`config.mk`:
```
export PLATFORM = sky130hd
export DESIGN_NAME = base64_stream_codec_unit
export DESIGN_NICKNAME = d
export VERILOG_FILES = /design/src/rtl/core/b64sc_pkg.sv /design/src/rtl/core/base64_stream_codec_unit.sv /design/src/rtl/core/b64sc_front.sv /design/src/rtl/core/b64sc_queue.sv /design/src/rtl/core/b64sc_back.sv
export SDC_FILE = /design/constraint.sdc
export NUM_CORES = 1
export LEC_CHECK = 0
export ABC_AREA = 1
export BUFFER_PORTS_ARGS = -buffer_cell sky130_fd_sc_hd__clkbuf_2
export CORE_MARGIN = 4
export CORE_UTILIZATION = 54
export DETAILED_ROUTE_END_ITERATION = 12
export PLACE_DENSITY = 0.78
export SYNTH_ARGS = -nofsm -noshare
export SYNTH_HDL_FRONTEND = slang
export SYNTH_SLANG_ARGS = --single-unit
```
`constraint.sdc`:
```
create_clock -name clk -period 3.37 [get_ports clk]
set_input_delay 0.337 -clock clk [delete_from_list [all_inputs] [get_ports clk]]
set_output_delay 0.337 -clock clk [all_outputs]
set_load 0.02 [all_outputs]
```
`src/rtl/core/b64sc_pkg.sv`:
```
// Types, constants and character tables shared by the base64 stream codec.
`default_nettype none
package b64sc_pkg;

  // Register indexes on the configuration port.
  localparam logic REG_DECODE_MODE = 1'b0;
  localparam logic REG_SKIP_LF     = 1'b1;

  // Result status codes.
  localparam logic [1:0] STATUS_OK        = 2'd0;
  localparam logic [1:0] STATUS_BAD_CHAR  = 2'd1;
  localparam logic [1:0] STATUS_TRUNCATED = 2'd2;

  // Characters with a special meaning.
  localparam logic [7:0] CHAR_PAD = 8'h3D;
  localparam logic [7:0] CHAR_LF  = 8'h0A;

  // Command queue between the front and back parts.
  localparam int QUEUE_DEPTH = 2;
  localparam int QUEUE_AW    = $clog2(QUEUE_DEPTH);

  // Alphabet; entry 0 sits in the most significant byte.
  localparam logic [0:63][7:0] ENC_TABLE =
    "ABCDEFGHIJKLMNOPQRSTUVWXYZabcdefghijklmnopqrstuvwxyz0123456789+/";

  typedef struct packed {
    logic [7:0] in_value;
    logic       in_last;
  } in_item_t;

  typedef struct packed {
    logic [7:0] out_value;
    logic       out_last;
    logic [1:0] status;
  } out_item_t;

  // Configuration register contents.
  typedef struct packed {
    logic decode_mode;
    logic skip_line_breaks;
  } cfg_regs_t;

  // One register write from the configuration port.
  typedef struct packed {
    logic en;
    logic index;
    logic value;
  } cfg_wr_t;

  // One group of results: up to four values, index of the final one,
  // end of message flag and a status shared by the whole group.
  typedef struct packed {
    logic [3:0][7:0] vals;
    logic [1:0]      last_idx;
    logic            last;
    logic [1:0]      status;
  } cmd_t;

  // Classification of one character in decode mode.
  typedef struct packed {
    logic [5:0] sextet;
    logic       is_pad;
    logic       is_bad;
  } sextet_t;

  function automatic logic [7:0] enc_char(input logic [5:0] s);
    return ENC_TABLE[s];
  endfunction

  function automatic sextet_t dec_sextet(input logic [7:0] c);
    sextet_t r;
    r = '0;
    if (c >= 8'h41 && c <= 8'h5A) begin
      r.sextet = 6'(c - 8'h41);
    end else if (c >= 8'h61 && c <= 8'h7A) begin
      r.sextet = 6'(c - 8'h61 + 8'd26);
    end else if (c >= 8'h30 && c <= 8'h39) begin
      r.sextet = 6'(c - 8'h30 + 8'd52);
    end else if (c == 8'h2B) begin
      r.sextet = 6'd62;
    end else if (c == 8'h2F) begin
      r.sextet = 6'd63;
    end else if (c == CHAR_PAD) begin
      r.is_pad = 1'b1;
    end else begin
      r.is_bad = 1'b1;
    end
    return r;
  endfunction

endpackage
`default_nettype wire

```
`src/rtl/core/base64_stream_codec_unit.sv`:
```
// Top level of the base64 stream codec: configuration port and the three parts.
//
// Base64 (RFC 4648) codec on a byte stream. Register 0 (address 0) selects
// decoding, register 1 (address 4) makes the decoder ignore line feeds; any
// register write drops a partial group. The front part takes one item per
// cycle while the queue is not full and turns each complete group (or the
// end of a message) into a group of results, which waits in a two-entry
// queue; the back part sends those results one per cycle while the receiver
// is ready. Output bandwidth limits encoding, which makes four characters of
// every three bytes; decoding takes one character per cycle. A result group
// passes through a queue entry and the back part's group register on its way out.
`default_nettype none
module base64_stream_codec_unit (
  input  wire logic                 clk,
  input  wire logic                 rst,
  input  wire logic                 psel,
  input  wire logic                 penable,
  input  wire logic                 pwrite,
  input  wire logic [2:0]           paddr,
  input  wire logic [31:0]          pwdata,
  output logic [31:0]               prdata,
  output logic                      pready,
  input  wire logic                 in_valid,
  output logic                      in_ready,
  input  wire b64sc_pkg::in_item_t  in_data,
  output logic                      out_valid,
  input  wire logic                 out_ready,
  output b64sc_pkg::out_item_t      out_data
);

  b64sc_pkg::cfg_wr_t   cfg_wr;
  b64sc_pkg::cfg_regs_t cfg_regs;
  b64sc_pkg::cmd_t      push_cmd;
  b64sc_pkg::cmd_t      head;
  logic                 q_push;
  logic                 q_full;
  logic                 q_pop;
  logic                 q_nonempty;

  // Register access: words at byte addresses 0 and 4.
  assign pready       = 1'b1;
  assign cfg_wr.en    = psel && penable && pwrite;
  assign cfg_wr.index = paddr[2];
  assign cfg_wr.value = pwdata[0];
  assign prdata       = (paddr[2] == b64sc_pkg::REG_DECODE_MODE) ?
                        {31'd0, cfg_regs.decode_mode} :
                        {31'd0, cfg_regs.skip_line_breaks};

  b64sc_front u_front (
    .clk      (clk),
    .rst      (rst),
    .cfg_wr   (cfg_wr),
    .cfg_regs (cfg_regs),
    .in_valid (in_valid),
    .in_ready (in_ready),
    .in_data  (in_data),
    .q_full   (q_full),
    .q_push   (q_push),
    .q_cmd    (push_cmd)
  );

  b64sc_queue u_queue (
    .clk      (clk),
    .rst      (rst),
    .push     (q_push),
    .push_cmd (push_cmd),
    .full     (q_full),
    .pop      (q_pop),
    .nonempty (q_nonempty),
    .head     (head)
  );

  b64sc_back u_back (
    .clk        (clk),
    .rst        (rst),
    .q_nonempty (q_nonempty),
    .q_head     (head),
    .q_pop      (q_pop),
    .out_valid  (out_valid),
    .out_ready  (out_ready),
    .out_data   (out_data)
  );

endmodule
`default_nettype wire

```
`src/rtl/core/b64sc_front.sv`:
```
// Front part: takes items, gathers groups and quartets, queues result groups.
`default_nettype none
module b64sc_front (
  input  wire logic                clk,
  input  wire logic                rst,
  input  wire b64sc_pkg::cfg_wr_t  cfg_wr,
  output b64sc_pkg::cfg_regs_t     cfg_regs,
  input  wire logic                in_valid,
  output logic                     in_ready,
  input  wire b64sc_pkg::in_item_t in_data,
  input  wire logic                q_full,
  output logic                     q_push,
  output b64sc_pkg::cmd_t          q_cmd
);

  logic [23:0] group_bits, group_bits_next;
  logic [1:0]  group_count, group_count_next;
  logic [1:0]  pad_count, pad_count_next;
  logic        bad_char_seen, bad_char_seen_next;

  logic                accept;
  logic [23:0]         enc_shift;
  logic [1:0]          enc_count;
  logic [23:0]         enc_bits;
  logic [2:0]          nchar;
  b64sc_pkg::sextet_t  dec;
  logic [5:0]          sext;
  logic [23:0]         dec_bits;
  logic [1:0]          pad_n;
  logic                bad_n;
  logic                bad_fin;
  logic [1:0]          nbytes_m1;

  assign in_ready = !q_full;
  assign accept   = in_valid && in_ready;

  // Group update and result group for the item on the input.
  always_comb begin
    group_bits_next    = group_bits;
    group_count_next   = group_count;
    pad_count_next     = pad_count;
    bad_char_seen_next = bad_char_seen;
    q_push             = 1'b0;
    q_cmd              = '0;
    enc_shift          = {group_bits[15:0], in_data.in_value};
    enc_count          = group_count + 2'd1;
    enc_bits           = enc_shift;
    nchar              = 3'd4;
    dec                = b64sc_pkg::dec_sextet(in_data.in_value);
    sext               = dec.is_bad ? 6'd0 : dec.sextet;
    dec_bits           = {group_bits[17:0], sext};
    pad_n              = 2'd0;
    bad_n              = bad_char_seen;
    bad_fin            = 1'b0;
    nbytes_m1          = 2'd2;

    if (dec.is_pad) begin
      pad_n = (pad_count == 2'd3) ? 2'd3 : pad_count + 2'd1;
    end else begin
      bad_n = bad_char_seen || dec.is_bad || (pad_count != 2'd0);
    end

    if (accept) begin
      if (!cfg_regs.decode_mode) begin
        // Encode: three bytes make four characters; a partial group at the
        // end of the message is zero filled and padded.
        if (enc_count == 2'd2) begin
          enc_bits = {enc_shift[15:0], 8'd0};
          nchar    = 3'd3;
        end else if (enc_count == 2'd1) begin
          enc_bits = {enc_shift[7:0], 16'd0};
          nchar    = 3'd2;
        end
        if (enc_count == 2'd3 || in_data.in_last) begin
          q_push = 1'b1;
          for (int i = 0; i < 4; i++) begin
            q_cmd.vals[i] = (3'(i) < nchar) ?
                            b64sc_pkg::enc_char(enc_bits[(18 - 6 * i) +: 6]) :
                            b64sc_pkg::CHAR_PAD;
          end
          q_cmd.last_idx     = 2'd3;
          q_cmd.last         = in_data.in_last;
          q_cmd.status       = b64sc_pkg::STATUS_OK;
          group_bits_next    = '0;
          group_count_next   = '0;
          pad_count_next     = '0;
          bad_char_seen_next = 1'b0;
        end else begin
          group_bits_next  = enc_shift;
          group_count_next = enc_count;
        end
      end else if (cfg_regs.skip_line_breaks && in_data.in_value == b64sc_pkg::CHAR_LF) begin
        // Skipped line feed: only the end of message matters.
        if (in_data.in_last) begin
          q_push             = 1'b1;
          q_cmd.last         = 1'b1;
          q_cmd.status       = b64sc_pkg::STATUS_TRUNCATED;
          group_bits_next    = '0;
          group_count_next   = '0;
          pad_count_next     = '0;
          bad_char_seen_next = 1'b0;
        end
      end else if (group_count != 2'd3) begin
        // Quartet still open.
        if (in_data.in_last) begin
          q_push             = 1'b1;
          q_cmd.last         = 1'b1;
          q_cmd.status       = b64sc_pkg::STATUS_TRUNCATED;
          group_bits_next    = '0;
          group_count_next   = '0;
          pad_count_next     = '0;
          bad_char_seen_next = 1'b0;
        end else begin
          group_bits_next    = dec_bits;
          group_count_next   = group_count + 2'd1;
          pad_count_next     = pad_n;
          bad_char_seen_next = bad_n;
        end
      end else begin
        // Quartet complete: padding trims the final quartet only.
        bad_fin = bad_n;
        if (!in_data.in_last) begin
          bad_fin = bad_n || (pad_n != 2'd0);
        end else if (pad_n == 2'd3) begin
          bad_fin   = 1'b1;
          nbytes_m1 = 2'd0;
        end else begin
          nbytes_m1 = 2'd2 - pad_n;
        end
        q_push             = 1'b1;
        q_cmd.vals         = {8'd0, dec_bits[7:0], dec_bits[15:8], dec_bits[23:16]};
        q_cmd.last_idx     = nbytes_m1;
        q_cmd.last         = in_data.in_last;
        q_cmd.status       = bad_fin ? b64sc_pkg::STATUS_BAD_CHAR : b64sc_pkg::STATUS_OK;
        group_bits_next    = '0;
        group_count_next   = '0;
        pad_count_next     = '0;
        bad_char_seen_next = 1'b0;
      end
    end
  end

  // Registers and group state; a register write aborts any partial group.
  always_ff @(posedge clk) begin
    if (rst) begin
      cfg_regs      <= '0;
      group_bits    <= '0;
      group_count   <= '0;
      pad_count     <= '0;
      bad_char_seen <= 1'b0;
    end else if (cfg_wr.en) begin
      if (cfg_wr.index == b64sc_pkg::REG_DECODE_MODE) begin
        cfg_regs.decode_mode <= cfg_wr.value;
      end else begin
        cfg_regs.skip_line_breaks <= cfg_wr.value;
      end
      group_bits    <= '0;
      group_count   <= '0;
      pad_count     <= '0;
      bad_char_seen <= 1'b0;
    end else begin
      group_bits    <= group_bits_next;
      group_count   <= group_count_next;
      pad_count     <= pad_count_next;
      bad_char_seen <= bad_char_seen_next;
    end
  end

endmodule
`default_nettype wire

```
`src/rtl/core/b64sc_queue.sv`:
```
// Short queue of result groups between the front and back parts.
`default_nettype none
module b64sc_queue (
  input  wire logic            clk,
  input  wire logic            rst,
  input  wire logic            push,
  input  wire b64sc_pkg::cmd_t push_cmd,
  output logic                 full,
  input  wire logic            pop,
  output logic                 nonempty,
  output b64sc_pkg::cmd_t      head
);

  b64sc_pkg::cmd_t              entries [b64sc_pkg::QUEUE_DEPTH];
  logic [b64sc_pkg::QUEUE_AW-1:0] wr_ptr;
  logic [b64sc_pkg::QUEUE_AW-1:0] rd_ptr;
  logic [b64sc_pkg::QUEUE_AW:0]   count;

  assign full     = (count == (b64sc_pkg::QUEUE_AW + 1)'(b64sc_pkg::QUEUE_DEPTH));
  assign nonempty = (count != '0);
  assign head     = entries[rd_ptr];

  // Entry storage.
  always_ff @(posedge clk) begin
    if (push) begin
      entries[wr_ptr] <= push_cmd;
    end
  end

  // Pointers and fill level.
  always_ff @(posedge clk) begin
    if (rst) begin
      wr_ptr <= '0;
      rd_ptr <= '0;
      count  <= '0;
    end else begin
      if (push) begin
        wr_ptr <= wr_ptr + 1'b1;
      end
      if (pop) begin
        rd_ptr <= rd_ptr + 1'b1;
      end
      if (push && !pop) begin
        count <= count + 1'b1;
      end else if (pop && !push) begin
        count <= count - 1'b1;
      end
    end
  end

endmodule
`default_nettype wire

```
`src/rtl/core/b64sc_back.sv`:
```
// Back part: takes result groups from the queue and sends one item a cycle while the receiver is ready.
`default_nettype none
module b64sc_back (
  input  wire logic             clk,
  input  wire logic             rst,
  input  wire logic             q_nonempty,
  input  wire b64sc_pkg::cmd_t  q_head,
  output logic                  q_pop,
  output logic                  out_valid,
  input  wire logic             out_ready,
  output b64sc_pkg::out_item_t  out_data
);

  b64sc_pkg::cmd_t cur;
  logic [1:0]      idx;
  logic            busy;
  logic            at_end;

  assign at_end = (idx == cur.last_idx);
  assign q_pop  = q_nonempty && (!busy || (out_ready && at_end));

  // Current result item from the held group.
  assign out_valid          = busy;
  assign out_data.out_value = cur.vals[idx];
  assign out_data.out_last  = cur.last && at_end;
  assign out_data.status    = cur.status;

  // Group register; payload needs no reset.
  always_ff @(posedge clk) begin
    if (q_pop) begin
      cur <= q_head;
    end
  end

  // Sequencing through the held group.
  always_ff @(posedge clk) begin
    if (rst) begin
      busy <= 1'b0;
      idx  <= '0;
    end else if (q_pop) begin
      busy <= 1'b1;
      idx  <= '0;
    end else if (busy && out_ready) begin
      if (at_end) begin
        busy <= 1'b0;
      end else begin
        idx <= idx + 2'd1;
      end
    end
  end

endmodule
`default_nettype wire

```
==> metrics.csv <==
metric;value;unit
run_status;complete, no violations;
synth_area_leaders;sky130_fd_sc_hd__edfxtp_1, sky130_fd_sc_hd__nand2_1, sky130_fd_sc_hd__dfxtp_1;
fin_ws;0.555;ns
rsz0062_at_grt;no;
fin_cells;1303;
multi_input_area;3810;um^2
die_span_in_x;133;um
io_buffers;31;
synth_largest_type_area_fraction;38.5;%
achievable-frequency;355;MHz
synthMostInstantiatedCell;sky130_fd_sc_hd__nand2_1;
synth_edf_count;108;
antenna_left;0;
timing.hold.worst_path_depth;3;
first_global_vias;6470;
setup_ws_pre_cts;0.534;ns
criticalPathCategory;register to register;
start_kind;register;
clock_buffer_count_from_cts;17;
htreeDepth;4;
vias_per_cell;5.54;
route.top_layer_used;met4;
total_leakage_power;3.92;nW
count_of_state_elements_after_synthesis;140;
area.sequential;3880;um^2
post_cts.resized_instances;0;
synth_area_leader_cell;sky130_fd_sc_hd__edfxtp_1;
avgSynthCellArea;8.01;um^2
min_period;2.81;ns
final-setup-viol-count;0;
worst_ir_drop_vdd;388;uV
antenna_cell_count;0;
firstDrtPassIters;5;
netlist_area;8420;um^2
area_delta_synth_final;9.18;%
grt_pass1_wl;33600;um
worst_slew_margin_rel;53.8;%
dieArea;17700;um^2
tritoncts;yes;
post-route-period-util;83.5;%
yosys-top-cells-count;sky130_fd_sc_hd__nand2_1, sky130_fd_sc_hd__edfxtp_1, sky130_fd_sc_hd__o21ai_0;
timing.max_cap.violations;0;
post_cts.repair.setup_buffers;0;
floorplan.io_pins;97;
final-hold-violation-count;0;
power_per_cell_area;715;nW/um^2
grtUsageTotal;24.1;%
hp-start;pwdata[0];
post-place-cells;1271;
routedWlPerCell;16.2;um
num-fill-cells;1328;
timing_worst_slew_pin_value;0.693;ns
drcViolationCount;0;
fin_worst_skew;0.0101;ns
clk-insertion-delay-late;0.42;ns
synth_async_sr_flop_share;0;%
slew_viol_final;0;
worst-endpoint-required;3.53;ns
clk_path_buf_depth;2;
worst_r2r_startpoint;u_front.group_count[1];
antenna_found_initial;0;
drt_iter0_markers;755;
rr_worst_depth;12;
globalplace.congestion;0.941;
grt_start_max_net_pins;37;
cts-hold-fix-buffers;0;
tritoncts_num_sinks;140;
finalCoreUtilization;60.3;%
ys_seq_area_share;46.1;%
power.total;6.57;mW
globalRouteOverflowTotal;0;
final.setup.tns;0;ns
ys.flop_type;sky130_fd_sc_hd__edfxtp_1;
hold_class;primary input to register;
critical_path.endpoint_type;register;
vias;7214;
dieHeight;133;um
path_max_fanout;19;
cts_root_buf;sky130_fd_sc_hd__clkbuf_16;
routed-wl-met3;1900;um
totalWireLength;21100;um
met1_length;8990;um
initial_core_utilization;55.2;%
setup.worst_path.start;u_front.group_count[1];
dp_hpwl;14700;um
post_synth_num_cell_types;50;
syn-instance-count;1051;
synthesis.yosys.warnings;0;
coreArea;15300;um^2
met2_layer_wire_length_in_the_routed_design;9700;um
clk_pin_slew;0.06;ns
drive_gt1_share;11.0;%
worst_ep_arrival_time;2.98;ns
finish.net_count;1159;
rows;45;
worst max-delay path, stage by stage (launching register included):
cell	delay (ns)
sky130_fd_sc_hd__dfxtp_1	0.38
sky130_fd_sc_hd__inv_1	0.10
sky130_fd_sc_hd__ha_1	0.36
sky130_fd_sc_hd__inv_8	0.22
sky130_fd_sc_hd__nand2_4	0.19
sky130_fd_sc_hd__nor2_1	0.19
sky130_fd_sc_hd__inv_1	0.09
sky130_fd_sc_hd__ha_1	0.21
sky130_fd_sc_hd__inv_1	0.09
sky130_fd_sc_hd__nand2_1	0.07
sky130_fd_sc_hd__o211ai_1	0.15
sky130_fd_sc_hd__o21ai_0	0.09
sky130_fd_sc_hd__a31oi_1	0.41
routing by layer:
metal | global-route usage (%) | vias to the layer above
met1 | 33.6 | 3320
li1 | - | 3506
met3 | 4.52 | 40
met5 | 0 | -
met4 | 9.06 | 0
met2 | 37.3 | 348
power breakdown:
part	internal, mW	switching [mW]
registers	2.41	0.177
logic	0.614	1.55
clock network	1.09	0.728
registers in the layout, indices dropped and copies added, names as in the netlist, 2 cells and up:
signal / count
u_front.group_bits: 18
u_front.cfg_regs: 2
u_queue.entries: 72
u_back.out_data: 2
u_queue.count: 2
u_front.group_count: 2
u_back.cur: 34
u_back.idx: 2
u_front.pad_count: 2
logic make-up after synthesis:
kind of cell,Yosys count,share of synthesized area (%)
buffers and inverters,171,10.0
AOI/OAI and AO/OA,236,16.1
and+or+nand+nor,464,22.4
xor gates and xnor gates,9,0.936
DFF,140,46.1
other,2,0.0892
adders and majority gates,29,4.31
final timing paths:
check / to / slack [ns]
worst max-delay path: u_queue.entries[1][31] / 0.56
worst min-delay path: u_front.cfg_regs[1] / 0.18
worst max register to register: u_queue.entries[1][31] / 0.56
worst min register to register: u_front.bad_char_seen / 0.47
metrics by stage:
stage | instance area [um^2] | hold WS (ns)
global route | 9200 | 0.187
floorplan | 8540 | 0.406
CTS | 9200 | 0.172
detailed placement | 8620 | 0.465
finish | 9200 | 0.185
global placement | 8620 | 0.453
cell usage in the layout (no fill, tap or decap), types with 3 or more instances in the layout:
master	instances
sky130_fd_sc_hd__nand2_1	300
sky130_fd_sc_hd__edfxtp_1	108
sky130_fd_sc_hd__o21ai_0	91
sky130_fd_sc_hd__inv_1	90
sky130_fd_sc_hd__a21oi_1	87
sky130_fd_sc_hd__nor2_1	83
sky130_fd_sc_hd__nand3_1	51
sky130_fd_sc_hd__conb_1	32
sky130_fd_sc_hd__dfxtp_1	32
sky130_fd_sc_hd__clkbuf_2	31
sky130_fd_sc_hd__ha_1	29
sky130_fd_sc_hd__clkbuf_16	17
sky130_fd_sc_hd__inv_2	14
sky130_fd_sc_hd__buf_4	14
sky130_fd_sc_hd__o211ai_1	12
sky130_fd_sc_hd__o21ai_1	11
sky130_fd_sc_hd__o22ai_1	8
sky130_fd_sc_hd__nor2_2	7
sky130_fd_sc_hd__nand2_2	6
sky130_fd_sc_hd__xor2_1	6
sky130_fd_sc_hd__nor3_1	5
sky130_fd_sc_hd__o21ai_2	4
sky130_fd_sc_hd__nand4_1	4
sky130_fd_sc_hd__clkinv_2	4
sky130_fd_sc_hd__xnor2_1	3
sky130_fd_sc_hd__a31oi_1	3
sky130_fd_sc_hd__o22ai_2	3
sky130_fd_sc_hd__inv_6	3
cell type report:
class,count,share of cell area [%]
flip-flops and latches,140,42.2
clock buffers,17,4.63
multi-input cells,770,41.5
clock inverters,15,1.59
inverters,105,4.37
well taps,211,2.87
repair buffers,45,2.83
(Power assumes the default switching activity.)
